[src/design/irpd_pkg.sv]
// shared types, constants and register codes for the ir remote pulse decoder
`timescale 1ns / 1ps

package irpd_pkg;

  // frame geometry
  localparam int EDGE_DEPTH      = 50;
  localparam int FIRST_DATA_EDGE = 17;
  localparam int DATA_BITS       = 8;

  // field widths
  localparam int TICK_W = 17;
  localparam int CMD_W  = 8;
  localparam int CNT_W  = $clog2(EDGE_DEPTH + 1);
  localparam int CMD_LOW = (DATA_BITS < CMD_W) ? DATA_BITS : CMD_W;

  // configuration port
  localparam int CFG_IDX_W  = 3;
  localparam int CFG_DATA_W = TICK_W;

  typedef enum logic [CFG_IDX_W-1:0] {
    REG_LEADER_MIN = 3'd0,
    REG_LEADER_MAX = 3'd1,
    REG_ONE_MIN    = 3'd2,
    REG_ONE_MAX    = 3'd3,
    REG_KEY_CODE_A = 3'd4,
    REG_KEY_CODE_B = 3'd5
  } cfg_reg_t;

  // register reset values
  localparam logic [TICK_W-1:0] LEADER_MIN_RST = TICK_W'(10000);
  localparam logic [TICK_W-1:0] LEADER_MAX_RST = TICK_W'(14000);
  localparam logic [TICK_W-1:0] ONE_MIN_RST    = TICK_W'(2000);
  localparam logic [TICK_W-1:0] ONE_MAX_RST    = TICK_W'(2300);
  localparam logic [CMD_W-1:0]  KEY_CODE_A_RST = CMD_W'(69);
  localparam logic [CMD_W-1:0]  KEY_CODE_B_RST = CMD_W'(70);

  // input item kinds
  localparam logic FUNC_EDGE    = 1'b0;
  localparam logic FUNC_TIMEOUT = 1'b1;

  typedef struct packed {
    logic [TICK_W-1:0] leader_min;
    logic [TICK_W-1:0] leader_max;
    logic [TICK_W-1:0] one_min;
    logic [TICK_W-1:0] one_max;
    logic [CMD_W-1:0]  key_code_a;
    logic [CMD_W-1:0]  key_code_b;
  } cfg_t;

  // frame state seen by the result stage
  typedef struct packed {
    logic [TICK_W-1:0]    leader_interval;
    logic [DATA_BITS-1:0] bit_store;
  } frame_t;

endpackage

[src/design/irpd_ifs.sv]
// valid/ready channel interfaces for edge items and frame results
`timescale 1ns / 1ps

interface irpd_item_if;
  import irpd_pkg::*;
  logic              valid;
  logic              ready;
  logic              func;
  logic [TICK_W-1:0] interval_ticks;

  modport source (output valid, func, interval_ticks, input ready);
  modport sink   (input valid, func, interval_ticks, output ready);
endinterface

interface irpd_result_if;
  import irpd_pkg::*;
  logic             valid;
  logic             ready;
  logic             leader_ok;
  logic [CMD_W-1:0] command_byte;
  logic             key_seen;

  modport source (output valid, leader_ok, command_byte, key_seen, input ready);
  modport sink   (input valid, leader_ok, command_byte, key_seen, output ready);
endinterface

[src/design/ir_remote_pulse_decoder.sv]
// top level of the ir remote pulse decoder
`timescale 1ns / 1ps

// Decodes an NEC-style infrared frame from falling-edge intervals. Each beat on
// item is an edge (func 0, interval_ticks measured since the previous edge) or a
// frame timeout (func 1); only a timeout produces a beat on result, carrying
// leader_ok, the command byte (0 when the leader is out of its window) and the
// sticky key_seen flag. An item is registered on acceptance; an edge drains in
// the next cycle, a timeout's result goes on to the result register. One item is
// taken every cycle; the only stall comes from the single result register,
// which holds a timeout back while a previous result is still untaken.
// Configuration writes take effect on the next cycle and belong in idle time.
module ir_remote_pulse_decoder (
  input  logic                               clk,
  input  logic                               rst,
  input  logic                               cfg_we,
  input  logic [irpd_pkg::CFG_IDX_W-1:0]     cfg_index,
  input  logic [irpd_pkg::CFG_DATA_W-1:0]    cfg_data,
  irpd_item_if.sink                          item,
  irpd_result_if.source                      result
);
  import irpd_pkg::*;

  cfg_t              cfg;
  frame_t            frame;
  logic              in_valid;
  logic              in_func;
  logic [TICK_W-1:0] in_ticks;
  logic              can_load;
  logic              consume;
  logic              load;

  irpd_cfg u_cfg (
    .clk       (clk),
    .rst       (rst),
    .cfg_we    (cfg_we),
    .cfg_index (cfg_index),
    .cfg_data  (cfg_data),
    .cfg       (cfg)
  );

  // edges always drain; a timeout waits for room in the result register
  assign consume    = in_valid && ((in_func == FUNC_EDGE) || can_load);
  assign load       = consume && (in_func == FUNC_TIMEOUT);
  assign item.ready = !in_valid || consume;

  // input register
  always_ff @(posedge clk) begin
    if (rst) begin
      in_valid <= 1'b0;
    end else if (item.valid && item.ready) begin
      in_valid <= 1'b1;
    end else if (consume) begin
      in_valid <= 1'b0;
    end
  end

  always_ff @(posedge clk) begin
    if (item.valid && item.ready) begin
      in_func  <= item.func;
      in_ticks <= item.interval_ticks;
    end
  end

  irpd_frame u_frame (
    .clk   (clk),
    .rst   (rst),
    .step  (consume),
    .func  (in_func),
    .ticks (in_ticks),
    .cfg   (cfg),
    .frame (frame)
  );

  irpd_result u_result (
    .clk      (clk),
    .rst      (rst),
    .load     (load),
    .frame    (frame),
    .cfg      (cfg),
    .can_load (can_load),
    .result   (result)
  );

`ifndef ASSERT_OFF
  // a pending timeout must not be overrun while the result is stalled
  a_stall_holds: assert property (@(posedge clk) disable iff (rst)
    in_valid && (in_func == FUNC_TIMEOUT) && result.valid && !result.ready
      |-> !item.ready)
    else $error("timeout dropped while result stalled");

  // each processed timeout shows up as a result beat
  a_timeout_result: assert property (@(posedge clk) disable iff (rst)
    load |=> result.valid)
    else $error("processed timeout gave no result");

  // an invalid leader always reports a zero command
  a_cmd_zero: assert property (@(posedge clk) disable iff (rst)
    result.valid && !result.leader_ok |-> (result.command_byte == '0))
    else $error("command nonzero with bad leader");
`endif

endmodule

[src/design/irpd_cfg.sv]
// configuration register file
`timescale 1ns / 1ps

module irpd_cfg (
  input  logic                               clk,
  input  logic                               rst,
  input  logic                               cfg_we,
  input  logic [irpd_pkg::CFG_IDX_W-1:0]     cfg_index,
  input  logic [irpd_pkg::CFG_DATA_W-1:0]    cfg_data,
  output irpd_pkg::cfg_t                     cfg
);
  import irpd_pkg::*;

  // register writes, out-of-range indexes are dropped
  always_ff @(posedge clk) begin
    if (rst) begin
      cfg.leader_min <= LEADER_MIN_RST;
      cfg.leader_max <= LEADER_MAX_RST;
      cfg.one_min    <= ONE_MIN_RST;
      cfg.one_max    <= ONE_MAX_RST;
      cfg.key_code_a <= KEY_CODE_A_RST;
      cfg.key_code_b <= KEY_CODE_B_RST;
    end else if (cfg_we) begin
      unique case (cfg_index)
        REG_LEADER_MIN: cfg.leader_min <= TICK_W'(cfg_data);
        REG_LEADER_MAX: cfg.leader_max <= TICK_W'(cfg_data);
        REG_ONE_MIN:    cfg.one_min    <= TICK_W'(cfg_data);
        REG_ONE_MAX:    cfg.one_max    <= TICK_W'(cfg_data);
        REG_KEY_CODE_A: cfg.key_code_a <= CMD_W'(cfg_data);
        REG_KEY_CODE_B: cfg.key_code_b <= CMD_W'(cfg_data);
        default: ;
      endcase
    end
  end

endmodule

[src/design/irpd_frame.sv]
// edge tracking: arming, edge counter, leader capture and data bit store
`timescale 1ns / 1ps

module irpd_frame (
  input  logic                          clk,
  input  logic                          rst,
  input  logic                          step,
  input  logic                          func,
  input  logic [irpd_pkg::TICK_W-1:0]   ticks,
  input  irpd_pkg::cfg_t                cfg,
  output irpd_pkg::frame_t              frame
);
  import irpd_pkg::*;

  logic                 armed, armed_next;
  logic [CNT_W-1:0]     edge_count, edge_count_next;
  logic [TICK_W-1:0]    leader_interval, leader_interval_next;
  logic [DATA_BITS-1:0] bit_store, bit_store_next;
  logic                 take, hit_one;

  // an edge counts once armed and while the store has room
  assign take    = armed && (edge_count < CNT_W'(EDGE_DEPTH));
  assign hit_one = (ticks >= cfg.one_min) && (ticks <= cfg.one_max);

  // next frame state for one beat
  always_comb begin
    armed_next           = armed;
    edge_count_next      = edge_count;
    leader_interval_next = leader_interval;
    bit_store_next       = bit_store;
    if (func == FUNC_TIMEOUT) begin
      armed_next           = 1'b0;
      edge_count_next      = '0;
      leader_interval_next = '0;
    end else if (!armed) begin
      armed_next = 1'b1;
    end else if (take) begin
      edge_count_next = edge_count + CNT_W'(1);
      if (edge_count == '0) begin
        leader_interval_next = ticks;
      end
      for (int i = 0; i < DATA_BITS; i++) begin
        if (edge_count == CNT_W'(FIRST_DATA_EDGE + i)) begin
          bit_store_next[i] = hit_one;
        end
      end
    end
  end

  always_ff @(posedge clk) begin
    if (rst) begin
      armed           <= 1'b0;
      edge_count      <= '0;
      leader_interval <= '0;
      bit_store       <= '0;
    end else if (step) begin
      armed           <= armed_next;
      edge_count      <= edge_count_next;
      leader_interval <= leader_interval_next;
      bit_store       <= bit_store_next;
    end
  end

  assign frame.leader_interval = leader_interval;
  assign frame.bit_store       = bit_store;

endmodule

[src/design/irpd_result.sv]
// frame judgment, sticky key flag and result output register
`timescale 1ns / 1ps

module irpd_result (
  input  logic              clk,
  input  logic              rst,
  input  logic              load,
  input  irpd_pkg::frame_t  frame,
  input  irpd_pkg::cfg_t    cfg,
  output logic              can_load,
  irpd_result_if.source     result
);
  import irpd_pkg::*;

  logic             valid;
  logic             key_flag, key_flag_next;
  logic             ok;
  logic [CMD_W-1:0] cmd;
  logic             leader_ok;
  logic [CMD_W-1:0] command_byte;

  // leader window and command byte
  always_comb begin
    ok  = (frame.leader_interval >= cfg.leader_min) &&
          (frame.leader_interval <= cfg.leader_max);
    cmd = '0;
    if (ok) begin
      cmd[CMD_LOW-1:0] = frame.bit_store[CMD_LOW-1:0];
    end
    key_flag_next = key_flag ||
                    (ok && ((cmd == cfg.key_code_a) || (cmd == cfg.key_code_b)));
  end

  assign can_load = !valid || result.ready;

  // control state
  always_ff @(posedge clk) begin
    if (rst) begin
      valid    <= 1'b0;
      key_flag <= 1'b0;
    end else begin
      if (load) begin
        valid    <= 1'b1;
        key_flag <= key_flag_next;
      end else if (result.ready) begin
        valid <= 1'b0;
      end
    end
  end

  // payload
  always_ff @(posedge clk) begin
    if (load) begin
      leader_ok    <= ok;
      command_byte <= cmd;
    end
  end

  assign result.valid        = valid;
  assign result.leader_ok    = leader_ok;
  assign result.command_byte = command_byte;
  assign result.key_seen     = key_flag;

endmodule

[src/flat_wrapper.sv]
// flat-port wrapper written by rule: the top's interface ports become plain ports
module ir_remote_pulse_decoder_flat import irpd_pkg::*;
  (clk, rst, cfg_we, cfg_index, cfg_data, item_valid, item_func, item_interval_ticks, item_ready, result_valid, result_leader_ok, result_command_byte, result_key_seen, result_ready);
  irpd_item_if item_i ();
  irpd_result_if result_i ();
  input  logic clk;
  input  logic rst;
  input  logic cfg_we;
  input  logic [irpd_pkg::CFG_IDX_W-1:0] cfg_index;
  input  logic [irpd_pkg::CFG_DATA_W-1:0] cfg_data;
  input wire logic [$bits(item_i.valid)-1:0] item_valid;
  input wire logic [$bits(item_i.func)-1:0] item_func;
  input wire logic [$bits(item_i.interval_ticks)-1:0] item_interval_ticks;
  output wire logic [$bits(item_i.ready)-1:0] item_ready;
  output wire logic [$bits(result_i.valid)-1:0] result_valid;
  output wire logic [$bits(result_i.leader_ok)-1:0] result_leader_ok;
  output wire logic [$bits(result_i.command_byte)-1:0] result_command_byte;
  output wire logic [$bits(result_i.key_seen)-1:0] result_key_seen;
  input wire logic [$bits(result_i.ready)-1:0] result_ready;
  assign item_i.valid = item_valid;
  assign item_i.func = item_func;
  assign item_i.interval_ticks = item_interval_ticks;
  assign item_ready = item_i.ready;
  assign result_valid = result_i.valid;
  assign result_leader_ok = result_i.leader_ok;
  assign result_command_byte = result_i.command_byte;
  assign result_key_seen = result_i.key_seen;
  assign result_i.ready = result_ready;
  ir_remote_pulse_decoder u_core (.clk(clk), .rst(rst), .cfg_we(cfg_we), .cfg_index(cfg_index), .cfg_data(cfg_data), .item(item_i), .result(result_i));
endmodule
[config.mk]
export PLATFORM = sky130hd
export DESIGN_NAME = ir_remote_pulse_decoder_flat
export DESIGN_NICKNAME = d
export VERILOG_FILES = /design/src/design/irpd_pkg.sv /design/src/design/irpd_ifs.sv /design/src/design/ir_remote_pulse_decoder.sv /design/src/design/irpd_cfg.sv /design/src/design/irpd_frame.sv /design/src/design/irpd_result.sv /design/src/flat_wrapper.sv
export SDC_FILE = /design/constraint.sdc
export NUM_CORES = 1
export LEC_CHECK = 0
export BUFFER_PORTS_ARGS = -buffer_cell sky130_fd_sc_hd__buf_2
export CAP_MARGIN = 40
export CORE_MARGIN = 8
export CORE_UTILIZATION = 50
export CTS_CLUSTER_SIZE = 20
export DETAILED_ROUTE_END_ITERATION = 12
export PLACE_DENSITY = 0.8
export SLEW_MARGIN = 20
export SYNTH_ARGS = -nofsm -noshare
export SYNTH_HDL_FRONTEND = slang
export SYNTH_SLANG_ARGS = --single-unit
export TNS_END_PERCENT = 30
[constraint.sdc]
create_clock -name clk -period 2.3 [get_ports clk]
set_input_delay 0.46 -clock clk [delete_from_list [all_inputs] [get_ports clk]]
set_output_delay 0.46 -clock clk [all_outputs]
set_load 0.02 [all_outputs]
==> summary.txt <==
Floorplan
  • Core ar.: approximately 0.014 sq mm
  • Die W: roughly 140 um
  • Die ar.: roughly 0.019 sq mm
  • I/O pins: 55
  • # rows: 44
  • Die height: about 140 um
  • Initial Utilization: between 50% and 60%

Yosys
  • Largest family of logic cells by synthesized area: simple AND/OR/NAND/NOR gates
  • Most used DFF post-synth: dfxtp_1
  • Post-synthesis simple-gate area fraction: slightly below 20%
  • Post-synth top area share: ~32%
  • Post-Synthesis Cell Area: about 0.0074 sq mm
  • Warnings, synthesis: 0
  • Synth Instances: ~840
  • Post-synthesis mux area share: less than 1%
  • Fraction of registers with async set/reset: 0%
  • EDFF count, synth: 27
  • Synthesized area per cell: between 8 and 9 sq um
  • XOR/XNOR share of the synthesized area: under 10%
  • Seq cells post-synth: 146
  • Top cells by area, synth: dfxtp_1 (32%), ha_1 (12%), edfxtp_1 (11%)
  • Post-Syn Nets: between 900 and 1,000
  • Compound-Gate Fraction of Synth Area: between 10% and 20%
  • Seq/Total Area, Yosys: between 40% and 50%
  • Synth Area in Adders: between 10% and 20%
  • Area leader, netlist: dfxtp_1
  • Cell variety after synth: 54

Job
  • Maxcap violations: 0

Layout
  • Total of fill cells in the finished design: 1,142
  • Register area: approximately 0.0032 sq mm
  • Area of the multi-input gates: between 0.003 and 0.004 sq mm
  • Layout cells sized above 1: 20.53%
  • Commonest non-fill, non-tap cell in the layout: nand2_1
  • Most frequent cells in the layout: nand2_1 (142), dfxtp_1 (109), inv_1 (70)
  • Diode count: 0
  • Nets@finish: around 1,000
  • Area grow syn2layout: 23.03%
  • Post-Route Utilization: a little over three fifths

Worst hold path
  • Worst Hold Endpoint: u_core.in_ticks[2]
  • Cell depth of the worst hold path: 1
  • HP Start: item_interval_ticks[2]
  • Hold WC Path Type: input port to register

Detailed routing
  • DR pass1 iterations: 6
  • WL/cell: ~16 um
  • Antenna Nets Post-Route: 0
  • Vias/cell: about 5.6
  • Vias after detailed routing: about 6,300
  • DRC: 0
  • Number of DRC markers in iteration 0: just under 500
  • Wirelength, routed: ~18,000 um

Worst setup path
  • Worst Path Arrival: around 2.8 ns
  • Worst path cell trace: ha_4, nand4_1, nor4_4, o31ai_2, o211ai_2, a21boi_4, buf_6, buf_4, a22o_1, a32oi_1, o22ai_1
  • Max incr delay on CP: 0.38 ns
  • CP required: roughly 2.6 ns
  • Crit start category: register
  • FF-to-FF End: u_core.u_result.result.key_seen
  • Slowest CP cell: nor4_4
  • Reg2reg path depth: 11
  • WS Path Type: register to register
  • R2R setup slack: -0.17 ns
  • CP endpoint kind: register
  • Delay-heaviest family, CP: compound AO/OA/AOI/OAI gates
  • Buffers & Inverters on Critical Path: 2
  • Critical path fanouts, max: 8
  • Reg-to-Reg Start: u_core.u_frame.leader_interval[14]

Pwr
  • Power Total: between 6 and 7 mW
  • Maximum VDD drop: 0.0005476 V
  • Power per cell area: approximately 690 mW/mm^2
  • Leakage power total: between 3 and 4 nW

Clocking
  • CTS tree: yes
  • Total CTS buffers: 17
  • Worst skew pair latency: 0.42 ns
  • Clk buf depth: 2
  • Root Driver: clkbuf_16
  • H-tree levels: 4
  • Clock transition at path regs: ~0.060 ns
  • CTS Sinks: between 100 and 150
  • # hold bufs at CTS: 0

Global routing
  • Gr busiest metal: met2
  • M3 GR Usage: under 10%
  • Largest net degree at the start of global routing: between 60 and 70
  • Grt met2 use: 30.60%
  • Initial antenna violation count: 0
  • GRT met1 Usage: approximately a quarter
  • GRT Total Usage: 19.70%
  • Global-route wire length before repair: 29,080 um
  • Gr ovfl total: 0
  • Vias in the first global route: slightly below 6,000

Placed design
  • GP Congestion: approximately 0.89
  • Post-DP HPWL: approximately 12,000 um
  • Dpl ws: -0.1810 ns
  • I/O Buffers: 54

Timing
  • Relative slew slack: about 63%
  • Fin crit share: 107.2%
  • Unrepaired setup endpoints after global routing: yes
  • Final Skew: 0.005871 ns
  • Slew @ Worst Pin: between 0.5 and 0.6 ns
  • Min setup slack post-route: -0.1655 ns
  • Max Clk Rate: 405.6 MHz
  • Fin crit period: about 2.5 ns
  • Final hold vios: 0
  • Max Transition Viols Final: 0
  • Setup violations, final: 6

Run status
  • Failing checks: negative setup slack
  • Status: finished with violations
layout make-up:
| type | instances | share of cell area, % |
|---|---|---|
| flip-flops and latches | 146 | 35.42 |
| clock buffers | 24 | 6.277 |
| inverters | 76 | 3.152 |
| repair buffers | 107 | 8.281 |
| multi-input cells | 581 | 43.14 |
| well taps | 184 | 2.544 |
| clock inverters | 6 | 1.189 |
per-layer routing:
metal / vias to the layer above / routed length (um) / part of all wire, %
met2: 216 / 8464 / 46
met5: - / 0 / 0
met1: 2930 / 8300 / 45
li1: 3070 / - / -
met4: 0 / 438 / 2.4
met3: 44 / 1088 / 5.9
how the worst max path moves through the flow:
stage,start,endpoint,cells past startpoint
6_report,u_core.u_frame.leader_interval[14],u_core.u_result.result.key_seen,11
5_1_grt,u_core.u_cfg.cfg[73],u_core.u_result.result.key_seen,12
4_1_cts,u_core.u_cfg.cfg[64],u_core.u_result.result.key_seen,12
3_5_place_dp,u_core.u_cfg.cfg[61],u_core.u_result.result.key_seen,12
3_3_place_gp,u_core.in_ticks[0],u_core.u_frame.bit_store[7],12
2_1_floorplan,u_core.u_cfg.cfg[52],u_core.u_result.result.key_seen,11
state kept, by name, summed over array words and instances, names as in the netlist, 6 cells and up:
| signal | count |
|---|---|
| u_core.u_result.result.command_byte | 8 |
| u_core.u_frame.bit_store | 8 |
| u_core.u_frame.leader_interval | 17 |
| u_core.in_ticks | 17 |
| u_core.u_cfg.cfg | 84 |
| u_core.u_frame.edge_count | 6 |
synth_stat cells (13+ instances only):
| master | number |
|---|---|
| edfxtp_1 | 27 |
| a211o_1 | 28 |
| nor2_1 | 63 |
| a21o_1 | 13 |
| inv_1 | 75 |
| clkbuf_1 | 32 |
| nand2_1 | 142 |
| a22oi_1 | 19 |
| nand3_1 | 21 |
| nand3b_1 | 24 |
| dfxtp_1 | 119 |
| a21oi_1 | 67 |
| ha_1 | 72 |
| o21ai_0 | 20 |
timing repair:
action | 4_1_cts | 5_1_grt
buffers inserted | 6 | 3
setup endpoints to repair | 9 | 15
gates resized for setup | 36 | 16
hold endpoints to repair | 0 | 0
pin swaps | 28 | 5
cloned | 1 | 0
logic make-up after synthesis:
logic type,after synthesis
buf+inv,114
mux,5
fa+ha+maj,72
simple gates,309
xor+xnor,11
flops,146
compound gates,184
stage by stage:
step / instance area (sq um) / hold slack, ns / cells / setup TNS, ns
2_1_floorplan: 7356 / 0.4363 / 841 / 0
3_3_place_gp: 8094 / 0.4425 / 1084 / -1.051
3_5_place_dp: 8094 / 0.4473 / 1084 / -0.8482
4_1_cts: 8969 / 0.1925 / 1121 / -0.09799
5_1_grt: 9050 / 0.1938 / 1124 / -1.219
6_report: 9050 / 0.2092 / 1124 / -0.4346
report_power, final:
group	switching [mW]	leakage (nW)	internal, mW
registers	0.0460	1.23	2.67
clock network	1.05	0.330	2.05
logic	0.253	2.21	0.180
total	1.35	3.77	4.90
No activity file was read; power rests on OpenSTA's default activity.
